File: src/sv/mcbrf_pkg.sv
// Package for the multi-channel byte ring FIFO.
// Holds the field widths, codes, defaults and the result struct.
// No dependencies.
package mcbrf_pkg;

    localparam int MCBRF_CHANNELS = 4;
    localparam int MCBRF_DEPTH    = 256;

    // Four size registers always exist, whatever CHANNELS is set to.
    localparam int SIZE_REGS  = 4;
    localparam int CH_W       = 2;
    localparam int BYTE_W     = 8;
    localparam int SIZE_W     = 9;
    localparam int STATUS_W   = 2;
    localparam int CFG_IDX_W  = 3;
    localparam int CFG_DATA_W = 9;

    localparam logic [SIZE_W-1:0] SIZE_RESET = 9'd256;

    localparam logic CMD_WRITE = 1'b0;
    localparam logic CMD_READ  = 1'b1;

    localparam logic [STATUS_W-1:0] STATUS_OK       = 2'd0;
    localparam logic [STATUS_W-1:0] STATUS_EMPTY    = 2'd1;
    localparam logic [STATUS_W-1:0] STATUS_DISABLED = 2'd2;

    localparam logic [CFG_IDX_W-1:0] REG_SIZE_0 = 3'd0;
    localparam logic [CFG_IDX_W-1:0] REG_ENABLE = 3'd4;

    typedef struct packed {
        logic                data_valid;
        logic [BYTE_W-1:0]   bytes_available;
        logic [STATUS_W-1:0] status;
        logic                last_out;
    } t_result;

endpackage

File: src/sv/mcbrf_intf.sv
// Handshake interfaces: command stream in, result stream out, config writes.
// Depends on mcbrf_pkg.
interface mcbrf_in_if import mcbrf_pkg::*; ();
    logic              valid;
    logic              ready;
    logic              cmd;
    logic [CH_W-1:0]   channel;
    logic [BYTE_W-1:0] data_in;
    logic              last_of_request;

    modport source (output valid, cmd, channel, data_in, last_of_request, input ready);
    modport sink   (input valid, cmd, channel, data_in, last_of_request, output ready);
endinterface


interface mcbrf_cfg_if import mcbrf_pkg::*; ();
    logic                  valid;
    logic                  ready;
    logic [CFG_IDX_W-1:0]  index;
    logic [CFG_DATA_W-1:0] data;

    modport source (output valid, index, data, input ready);
    modport sink   (input valid, index, data, output ready);
endinterface

File: src/sv/mcbrf_ctrl.sv
// Pointer and configuration control: size/enable registers, per-channel ring
// pointers, store access generation and result fields. Depends on mcbrf_pkg.
module mcbrf_ctrl import mcbrf_pkg::*; #(
    parameter int CHANNELS = MCBRF_CHANNELS,
    parameter int DEPTH    = MCBRF_DEPTH,
    localparam int ACT     = (CHANNELS < SIZE_REGS) ? CHANNELS : SIZE_REGS,
    localparam int AIDX_W  = (ACT > 1) ? $clog2(ACT) : 1,
    localparam int PW      = $clog2(DEPTH),
    localparam int ADDR_W  = AIDX_W + PW
) (
    input  logic              i_clk,
    input  logic              i_rst_n,
    mcbrf_in_if.sink          i_in,
    mcbrf_cfg_if.sink         i_cfg,
    input  logic              i_out_free,
    output logic              o_ram_we,
    output logic              o_ram_re,
    output logic [ADDR_W-1:0] o_ram_addr,
    output logic [BYTE_W-1:0] o_ram_wdata,
    output logic              o_res_load,
    output t_result           o_res
);

    localparam int PTR_N = 2 ** AIDX_W;
    localparam logic [SIZE_W-1:0] DEPTH_S = SIZE_W'(DEPTH);

    logic [SIZE_W-1:0] r_size [SIZE_REGS];
    logic [SIZE_REGS-1:0] r_enable;
    logic [PW-1:0] r_wp [PTR_N];
    logic [PW-1:0] r_rp [PTR_N];

    logic [AIDX_W-1:0] idx;
    logic              ch_en;
    logic [SIZE_W-1:0] size_raw;
    logic [SIZE_W-1:0] size_eff;
    logic [PW-1:0]     wp;
    logic [PW-1:0]     rp;
    logic [PW-1:0]     n_wp;
    logic [PW-1:0]     n_rp;
    logic [SIZE_W-1:0] avail_pre;
    logic [SIZE_W-1:0] avail_post;
    logic              take;
    logic              is_write;
    logic              rd_ok;
    logic              cfg_take;

    function automatic logic [PW-1:0] advance(input logic [PW-1:0] p,
                                              input logic [SIZE_W-1:0] s);
        logic [SIZE_W-1:0] nxt;
        nxt = SIZE_W'(p) + SIZE_W'(1);
        return (nxt >= s) ? '0 : nxt[PW-1:0];
    endfunction

    function automatic logic [SIZE_W-1:0] fill(input logic [PW-1:0] w,
                                               input logic [PW-1:0] r,
                                               input logic [SIZE_W-1:0] s);
        logic [SIZE_W-1:0] ws;
        logic [SIZE_W-1:0] rs;
        ws = SIZE_W'(w);
        rs = SIZE_W'(r);
        return (ws >= rs) ? (ws - rs) : (ws + s - rs);
    endfunction

    // A config write owns the pointer registers for its cycle.
    assign i_in.ready  = i_out_free && !i_cfg.valid;
    assign i_cfg.ready = 1'b1;
    assign take        = i_in.valid && i_in.ready;
    assign cfg_take    = i_cfg.valid && i_cfg.ready;

    always_comb begin
        idx      = i_in.channel[AIDX_W-1:0];
        ch_en    = (32'(i_in.channel) < CHANNELS) && r_enable[i_in.channel];
        size_raw = r_size[i_in.channel];
        // Out-of-range sizes fall back to the full ring.
        size_eff = (size_raw == '0 || size_raw > DEPTH_S) ? DEPTH_S : size_raw;
        wp       = r_wp[idx];
        rp       = r_rp[idx];
        is_write = (i_in.cmd == CMD_WRITE);
        avail_pre = fill(wp, rp, size_eff);
        rd_ok    = !is_write && (avail_pre != '0);
        n_wp     = is_write ? advance(wp, size_eff) : wp;
        n_rp     = rd_ok ? advance(rp, size_eff) : rp;
        avail_post = fill(n_wp, n_rp, size_eff);
    end

    assign o_ram_we    = take && ch_en && is_write;
    assign o_ram_re    = take && ch_en && rd_ok;
    assign o_ram_addr  = {idx, (is_write ? wp : rp)};
    assign o_ram_wdata = i_in.data_in;
    assign o_res_load  = take;

    always_comb begin
        o_res.last_out = i_in.last_of_request;
        if (!ch_en) begin
            o_res.data_valid      = 1'b0;
            o_res.bytes_available = '0;
            o_res.status          = STATUS_DISABLED;
        end else begin
            o_res.data_valid      = rd_ok;
            o_res.bytes_available = avail_post[BYTE_W-1:0];
            o_res.status          = (is_write || rd_ok) ? STATUS_OK : STATUS_EMPTY;
        end
    end

    always_ff @(posedge i_clk) begin
        if (!i_rst_n) begin
            for (int i = 0; i < SIZE_REGS; i++) begin
                r_size[i] <= SIZE_RESET;
            end
            r_enable <= '0;
            for (int i = 0; i < PTR_N; i++) begin
                r_wp[i] <= '0;
                r_rp[i] <= '0;
            end
        end else if (cfg_take) begin
            if (i_cfg.index < REG_ENABLE) begin
                r_size[i_cfg.index[CH_W-1:0]] <= i_cfg.data;
                // Resizing restarts the ring so pointers stay below the size.
                if (32'(i_cfg.index) < ACT) begin
                    r_wp[i_cfg.index[AIDX_W-1:0]] <= '0;
                    r_rp[i_cfg.index[AIDX_W-1:0]] <= '0;
                end
            end else if (i_cfg.index == REG_ENABLE) begin
                r_enable <= i_cfg.data[SIZE_REGS-1:0];
            end
        end else if (take && ch_en) begin
            r_wp[idx] <= n_wp;
            r_rp[idx] <= n_rp;
        end
    end

endmodule

File: src/flat_wrapper.sv
// flat-port wrapper written by rule: the top's interface ports become plain ports
module mcbrf_ctrl_flat import mcbrf_pkg::*;
#(
    parameter int CHANNELS = MCBRF_CHANNELS,
    parameter int DEPTH    = MCBRF_DEPTH,
    localparam int ACT     = (CHANNELS < SIZE_REGS) ? CHANNELS : SIZE_REGS,
    localparam int AIDX_W  = (ACT > 1) ? $clog2(ACT) : 1,
    localparam int PW      = $clog2(DEPTH),
    localparam int ADDR_W  = AIDX_W + PW
)
  (i_clk, i_rst_n, i_out_free, o_ram_we, o_ram_re, o_ram_addr, o_ram_wdata, o_res_load, o_res, i_in_valid, i_in_cmd, i_in_channel, i_in_data_in, i_in_last_of_request, i_in_ready, i_cfg_valid, i_cfg_index, i_cfg_data, i_cfg_ready);
  mcbrf_in_if i_in_i ();
  mcbrf_cfg_if i_cfg_i ();
  input  logic i_clk;
  input  logic i_rst_n;
  input  logic i_out_free;
  output logic o_ram_we;
  output logic o_ram_re;
  output logic [ADDR_W-1:0] o_ram_addr;
  output logic [BYTE_W-1:0] o_ram_wdata;
  output logic o_res_load;
  output t_result o_res;
  input wire logic [$bits(i_in_i.valid)-1:0] i_in_valid;
  input wire logic [$bits(i_in_i.cmd)-1:0] i_in_cmd;
  input wire logic [$bits(i_in_i.channel)-1:0] i_in_channel;
  input wire logic [$bits(i_in_i.data_in)-1:0] i_in_data_in;
  input wire logic [$bits(i_in_i.last_of_request)-1:0] i_in_last_of_request;
  output wire logic [$bits(i_in_i.ready)-1:0] i_in_ready;
  input wire logic [$bits(i_cfg_i.valid)-1:0] i_cfg_valid;
  input wire logic [$bits(i_cfg_i.index)-1:0] i_cfg_index;
  input wire logic [$bits(i_cfg_i.data)-1:0] i_cfg_data;
  output wire logic [$bits(i_cfg_i.ready)-1:0] i_cfg_ready;
  assign i_in_i.valid = i_in_valid;
  assign i_in_i.cmd = i_in_cmd;
  assign i_in_i.channel = i_in_channel;
  assign i_in_i.data_in = i_in_data_in;
  assign i_in_i.last_of_request = i_in_last_of_request;
  assign i_in_ready = i_in_i.ready;
  assign i_cfg_i.valid = i_cfg_valid;
  assign i_cfg_i.index = i_cfg_index;
  assign i_cfg_i.data = i_cfg_data;
  assign i_cfg_ready = i_cfg_i.ready;
  mcbrf_ctrl #(.CHANNELS(CHANNELS), .DEPTH(DEPTH)) u_core (.i_clk(i_clk), .i_rst_n(i_rst_n), .i_in(i_in_i), .i_cfg(i_cfg_i), .i_out_free(i_out_free), .o_ram_we(o_ram_we), .o_ram_re(o_ram_re), .o_ram_addr(o_ram_addr), .o_ram_wdata(o_ram_wdata), .o_res_load(o_res_load), .o_res(o_res));
endmodule
File: config.mk
export PLATFORM = sky130hd
export DESIGN_NAME = mcbrf_ctrl_flat
export DESIGN_NICKNAME = d
export VERILOG_FILES = /design/src/sv/mcbrf_pkg.sv /design/src/sv/mcbrf_intf.sv /design/src/sv/mcbrf_ctrl.sv /design/src/flat_wrapper.sv
export SDC_FILE = /design/constraint.sdc
export NUM_CORES = 1
export LEC_CHECK = 0
export BUFFER_PORTS_ARGS = -buffer_cell sky130_fd_sc_hd__buf_2
export CAP_MARGIN = 30
export CORE_ASPECT_RATIO = 0.75
export CORE_MARGIN = 4
export CORE_UTILIZATION = 61
export DETAILED_ROUTE_END_ITERATION = 7
export GPL_TIMING_DRIVEN = 1
export PLACE_DENSITY = 0.9
export SETUP_SLACK_MARGIN = 0.05
export SLEW_MARGIN = 20
export SYNTH_ARGS = -nofsm -noshare
export SYNTH_HDL_FRONTEND = slang
export SYNTH_SLANG_ARGS = --single-unit
File: constraint.sdc
create_clock -name i_clk -period 13 [get_ports i_clk]
set_input_delay 1.95 -clock i_clk [delete_from_list [all_inputs] [get_ports i_clk]]
set_output_delay 1.95 -clock i_clk [all_outputs]
set_load 0.02 [all_outputs]
==> flow_summary.toml, run 1 <==
[power_and_ir_drop]
seq_power_share_pct = 35.1
netSwitchingPower_uw = 397
intPower_uw = 710
power_per_cell_area_nw_per_um2 = 133
power.share.switching_pct = 35.9
worst_vdd_rail_ir_drop_v = 0.0000740
pwr-share-comb_pct = 39.0
leak_pwr_uw = 0.00337
clkPwrFrac_pct = 25.9

[finish]
fin_nets = 857
fin_cells = 928
share_of_final_layout_standard_cells_stronger_than_drive_strength_1_pct = 14.2
postLayoutCoreUtil_pct = 67.3
syn2layout_area_growth_pct = 7.35
count_of_inserted_antenna_diode_cells = 0

[placed_design]
port_buffers = 44
place.detailed.hpwl_um = 16000
placed_cells = 911
finalWeightedCongestion = 1.02

[detailed_routing]
drt-wirelength-per-cell_um = 23.3
drt_pre_antenna_iters = 6
post-route-drc-count = 0
route.antenna.remaining_nets = 0
vias = 6501
postRouteWirelength_um = 21600
dr.first_iter.drc_count = 973
detail_route.vias_per_cell = 7.01

[grt]
use_met2_pct = 46.7
global_route.usage.met1_pct = 40.0
grt-ovfl-total = 0
grt_antenna_before_repair = 0
grt_most_used_layer = "met2"
grt_start_max_net_pins = 35
global_route.usage.met3_pct = 8.12
grt_pass1_vias = 6373
track_usage_pct = 29.8
global_route_wire_length_before_repair_um = 34200

[timing]
fmax_mhz = 87.9
fin_worst_hold_slack_ns = 0.520
final-max-slew-violation-count = 0
final.min_clock_period_ns = 11.37
worstMarginPinSlew_ns = 0.942
report.final.hold_viol_count = 0
relSlewSlack_pct = 37.2
timing.clock.skew_ns = 0.0101
grt_setup_unrepaired = "false"
tns_ns = 0
report.final.setup_viol = 0
min_period_over_period_pct = 87.5

[logic_synthesis]
net_count_after_synthesis = 835
flip_flop_and_latch_count_after_synthesis = 104
top_post_synthesis_cells_by_area = "sky130_fd_sc_hd__edfxtp_1 (39%), sky130_fd_sc_hd__ha_1 (8.7%), sky130_fd_sc_hd__mux4_2 (7.3%)"
dominantRegCellSynth = "sky130_fd_sc_hd__edfxtp_1"
syn_area_per_cell_um2 = 10.5
synthTopCellsByCount = "sky130_fd_sc_hd__edfxtp_1 (100), sky130_fd_sc_hd__a21oi_1 (65), sky130_fd_sc_hd__ha_1 (54), sky130_fd_sc_hd__inv_1 (50), sky130_fd_sc_hd__nand2_1 (46)"
ys.warnings.count = 0
ys_types = 62
synth_edf_count = 100
synth_async_sr_flop_share_pct = 0
synthMostInstantiatedCell = "sky130_fd_sc_hd__edfxtp_1"
synthesis.area_um2 = 7740
synth_cells = 735
yosys.area.top_type_share_pct = 38.8
yosysTopAreaCell = "sky130_fd_sc_hd__edfxtp_1"
yosysSeqAreaShare_pct = 39.8

[worst_setup_path]
crit_cells = 29
required_time_of_the_worst_setup_path_ns = 11.05
path_class = "in -> out"
cpPeakStageDelay_ns = 0.58
critical_path.slowest_cell = "sky130_fd_sc_hd__mux4_2"
timing.critical_path.max_delay_family = "adder cells"
r2r.worst_path.cells = 15
timing.rr.end = "u_core.r_rp[2][4]"
critPathMaxFanout = 22
worst_setup_path_end_kind = "output pin"
worstSetupEndpoint = "o_res[6]"
cp-start-kind = "input pin"
cp-startpoint = "i_in_channel[0]"
cp_data_arrival_time_ns = 9.42
buffering_stage_count_on_the_worst_path_with_inverters_included = 6
r2r_start = "u_core.r_size[3][1]"
ff2ff_setup_slack_ns = 7.76

[clocking]
cts.sink_count = 104
clock_tree.htree_level_count = 3
clk_latency_ns = 0.35
root_buffer = "sky130_fd_sc_hd__clkbuf_16"
clock_tree_from_tritoncts = "yes"
hold_buffers = 0
cts_resized = 0
clk_pin_slew_worst_paths_ns = 0.07
cts_max_path_buffers = 2
cts_setup_buffers = 0
cts_made_buffers = 9

[die]
core_um2 = 12300
die_h_um = 106
num_io_pins = 64
die_width_um = 138
initial_core_util_pct = 62.7
num_rows = 35
die_outline_area_um2 = 14600

[worst_hold_path]
hold_class = "reg -> reg"
worst_hold_path.num_cells = 2

[status]
outcome = "finished, final reports clean"

[flow_run]
maxCapViolations = 0
-- power by group through the flow --
stage / sequential [uW] / clock (uW) / combinational [uW]
2_1_floorplan: 393 / 0 / 320
3_5_place_dp: 396 / 0 / 415
3_3_place_gp: 394 / 0 / 397
4_1_cts: 388 / 287 / 419
6_report: 388 / 287 / 431
5_1_grt: 389 / 303 / 473
-- layout make-up --
cell class | count | area [um2]
clock inverter | 7 | 97.6
fill | 921 | 4040
multi-input combinational | 541 | 4230
inverter | 50 | 188
tap | 166 | 208
timing repair buffer | 51 | 278
clock buffer | 9 | 225
sequential | 104 | 3080
-- metrics by stage --
| stage | area [um2] | worst slack [ns] | total power [uW] |
|---|---|---|---|
| floorplan | 7740 | 2.15 | 713 |
| global placement | 7970 | 1.87 | 791 |
| detailed placement | 7980 | 1.74 | 811 |
| CTS | 8300 | 1.71 | 1090 |
| global route | 8310 | 1.10 | 1170 |
| finish | 8310 | 1.63 | 1110 |
-- worst min path at each step --
stage	slack [ns]	end	start
final	0.52	u_core.r_enable[0]	u_core.r_enable[0]
after global routing	0.56	u_core.r_enable[2]	u_core.r_enable[2]
after CTS	0.52	u_core.r_enable[0]	u_core.r_enable[0]
after detailed placement	0.50	u_core.r_enable[0]	u_core.r_enable[0]
after global placement	0.50	u_core.r_enable[1]	u_core.r_enable[1]
after floorplan	0.48	u_core.r_enable[0]	u_core.r_enable[0]
-- cell families after synthesis --
group / count (synthesis) / share of synthesized area, %
AO/OA/AOI/OAI: 179 / 13.9
XOR/XNOR: 25 / 2.83
adder cells (fa/ha/maj): 71 / 13.1
buffers and inverters: 90 / 5.51
flip-flops: 104 / 39.8
multiplexers: 40 / 9.24
other: 1 / 0.0484
AND/OR/NAND/NOR: 225 / 15.5
-- worst reg2reg max path, delay by kind of cell (launching register included) --
| kind | cells | cell delay [ns] |
|---|---|---|
| buffers and inverters | 1 | 0.19 |
| flip-flops | 1 | 0.37 |
| adder cells (fa/ha/maj) | 3 | 1.43 |
| AND/OR/NAND/NOR | 3 | 0.69 |
| AO/OA/AOI/OAI | 6 | 1.49 |
| multiplexers | 2 | 0.78 |
-- layer usage --
metal  wire [um]  share of wire [%]  vias up
li1            -                  -     2771
met1        8040                 37     3106
met2        9760                 45      542
met3        3010                 14       82
met4         796                3.7        0
met5           0                  0        -
-- flip-flops by register name (all words and copies together), names as in the netlist --
| register | cells |
|---|---|
| u_core.r_wp | 32 |
| u_core.r_size | 36 |
| u_core.r_enable | 4 |
| u_core.r_rp | 32 |
-- cell usage in the layout, fill, tap and decap left out, types with 3 or more instances in the layout --
cell	instances
sky130_fd_sc_hd__and2_1	23
sky130_fd_sc_hd__inv_1	50
sky130_fd_sc_hd__o21bai_1	3
sky130_fd_sc_hd__xnor2_1	16
sky130_fd_sc_hd__mux2i_1	13
sky130_fd_sc_hd__nand3_1	15
sky130_fd_sc_hd__dfxtp_1	4
sky130_fd_sc_hd__a21o_1	9
sky130_fd_sc_hd__o211ai_1	8
sky130_fd_sc_hd__nand2b_1	16
sky130_fd_sc_hd__a211oi_1	13
sky130_fd_sc_hd__o21a_1	4
sky130_fd_sc_hd__buf_2	45
sky130_fd_sc_hd__xor2_1	9
sky130_fd_sc_hd__nor4_1	3
sky130_fd_sc_hd__a21oi_1	65
sky130_fd_sc_hd__o21ai_1	3
sky130_fd_sc_hd__a31oi_1	20
sky130_fd_sc_hd__nand2_1	46
sky130_fd_sc_hd__edfxtp_1	100
sky130_fd_sc_hd__and3_1	27
sky130_fd_sc_hd__ha_1	54
sky130_fd_sc_hd__nor2b_1	13
sky130_fd_sc_hd__fa_1	17
sky130_fd_sc_hd__inv_8	3
sky130_fd_sc_hd__o21ai_0	37
sky130_fd_sc_hd__clkbuf_16	9
sky130_fd_sc_hd__buf_4	5
sky130_fd_sc_hd__nor3b_1	3
sky130_fd_sc_hd__mux4_2	25
sky130_fd_sc_hd__or2_2	7
sky130_fd_sc_hd__or3_1	8
sky130_fd_sc_hd__nor3_1	10
sky130_fd_sc_hd__nor2_1	36
sky130_fd_sc_hd__nand4_1	9
No activity file was read; power rests on OpenSTA's default activity.
==> run 2: changes to the inputs <==
CORE_UTILIZATION = 43   (was 61)
PLACE_DENSITY = 0.7   (was 0.9)
==> run 2 against run 1 <==
Net effect:
- first-iteration DRC count decreased by 13%
- clock skew is 0.0044 ns lower
- critical path depth is 2 lower
- non-clock buffer count did not move
- power decreased by 3.0%
- final area is 0.69% higher
- critical endpoint is now o_res[8]
==> flow_summary.toml, run 2 (synthesized netlist as in run 1, its figures left out) <==
[flow_run]
maxCapViolations = 0

[clocking]
cts_setup_buffers = 0
cts_made_buffers = 9
cts_max_path_buffers = 2
clk_pin_slew_worst_paths_ns = 0.07
clock_tree.htree_level_count = 3
clock_tree_from_tritoncts = "yes"
cts.sink_count = 104
cts_resized = 0
root_buffer = "sky130_fd_sc_hd__clkbuf_16"
hold_buffers = 0
clk_latency_ns = 0.35

[placed_design]
place.detailed.hpwl_um = 15500
port_buffers = 44
finalWeightedCongestion = 0.945

[detailed_routing]
route.antenna.remaining_nets = 0
vias = 5957
drt_pre_antenna_iters = 6
dr.first_iter.drc_count = 847
drt-wirelength-per-cell_um = 20.4
detail_route.vias_per_cell = 5.93
post-route-drc-count = 0
postRouteWirelength_um = 20500

[finish]
largest_reg_flops = 36
syn2layout_area_growth_pct = 8.10
count_of_inserted_antenna_diode_cells = 0
share_of_final_layout_standard_cells_stronger_than_drive_strength_1_pct = 13.8
fin_nets = 857
largest_registers = "u_core.r_size (36), u_core.r_rp (32), u_core.r_wp (32)"
postLayoutCoreUtil_pct = 47.4
largest_register = "u_core.r_size"
final-seq-area_um2 = 3080
multi_input_area_um2 = 4230
mostFrequentLayoutCells = "sky130_fd_sc_hd__edfxtp_1 (100), sky130_fd_sc_hd__a21oi_1 (65), sky130_fd_sc_hd__ha_1 (54)"
nFillCells = 1663
commonest_non_fill_non_tap_cell_in_the_layout = "sky130_fd_sc_hd__edfxtp_1"

[timing]
min_period_over_period_pct = 85.7
worstMarginPinSlew_ns = 0.941
fmax_mhz = 89.8
final.min_clock_period_ns = 11.14
timing.clock.skew_ns = 0.00570
relSlewSlack_pct = 37.1
report.final.setup_viol = 0
final-max-slew-violation-count = 0
tns_ns = 0
report.final.hold_viol_count = 0
grt_setup_unrepaired = "false"

[power_and_ir_drop]
leak_pwr_uw = 0.00334
power_per_cell_area_nw_per_um2 = 128
worst_vdd_rail_ir_drop_v = 0.0000667

[worst_setup_path]
buffering_stage_count_on_the_worst_path_with_inverters_included = 6
critPathMaxFanout = 20
path_common_cell = "sky130_fd_sc_hd__fa_1"
cpPeakStageDelay_ns = 0.56
required_time_of_the_worst_setup_path_ns = 11.05
cp_data_arrival_time_ns = 9.19
path_class = "in -> out"
cp-start-kind = "input pin"
critical_path.slowest_cell = "sky130_fd_sc_hd__or4_4"
worst_setup_path_end_kind = "output pin"
timing.critical_path.max_delay_family = "adder cells"

[worst_hold_path]
hold_class = "reg -> reg"

[die]
die_width_um = 163
num_io_pins = 64
initial_core_util_pct = 43.9
num_rows = 42
die_outline_area_um2 = 20200
core_um2 = 17700
die_h_um = 124

[grt]
grt_start_max_net_pins = 26
grt_pass1_vias = 5521
grt-ovfl-total = 0
grt_antenna_before_repair = 0
global_route_wire_length_before_repair_um = 31800
track_usage_pct = 20.2

[status]
outcome = "finished, final reports clean"
run 2: per-layer routing:
layer / part of all wire, % / GRT usage (%) / wire [um]
met1: 47 / 31.8 / 9560
met2: 42 / 28.1 / 8570
met3: 10 / 4.94 / 2060
met4: 1.7 / 4.24 / 339
met5: 0 / 0 / 0
run 2: worst reg2reg max path, delay by kind of cell, from the launching register on:
kind | cells | cell delay [ns]
buf+inv | 1 | 0.19
flops | 1 | 0.38
fa+ha+maj | 3 | 1.38
mux | 2 | 0.81
simple gates | 3 | 0.63
compound gates | 6 | 1.38
run 2: final timing paths:
check | startpoint | to | slack, ns | cells past startpoint
worst max register to register | u_core.r_size[3][2] | u_core.r_rp[2][7] | 7.94 | 15
worst min register to register | u_core.r_enable[1] | u_core.r_enable[1] | 0.52 | 2
worst min-delay path | u_core.r_enable[1] | u_core.r_enable[1] | 0.52 | 2
worst max-delay path | i_in_channel[0] | o_res[8] | 1.86 | 27
run 2: report_power, final:
part | total [uW] | leakage [uW] | internal [uW] | switching, uW
Combinational | 417 | 0.00216 | 167 | 251
Clock | 268 | 0.000133 | 150 | 118
Sequential | 387 | 0.00104 | 383 | 4.20
Total | 1070 | 0.00334 | 700 | 373
run 2: layout make-up:
class                           count  area share, %
Multi-Input combinational cell    541           50.6
Sequential cell                   104           36.8
Tap cell                          242           3.62
Timing Repair Buffer               51           3.26
Clock buffer                       12           2.83
Inverter                           50           2.24
Clock inverter                      4          0.643
run 2: through the flow:
step	power (uW)	hold WS (ns)	area [um2]	worst slack (ns)	cells
6_report	1070	0.519	8370	1.86	1004
5_1_grt	1140	0.557	8370	1.35	1004
4_1_cts	1070	0.528	8360	1.93	1003
3_5_place_dp	804	0.512	8070	1.96	987
3_3_place_gp	800	0.496	8070	1.75	987
2_1_floorplan	713	0.482	7740	2.15	735
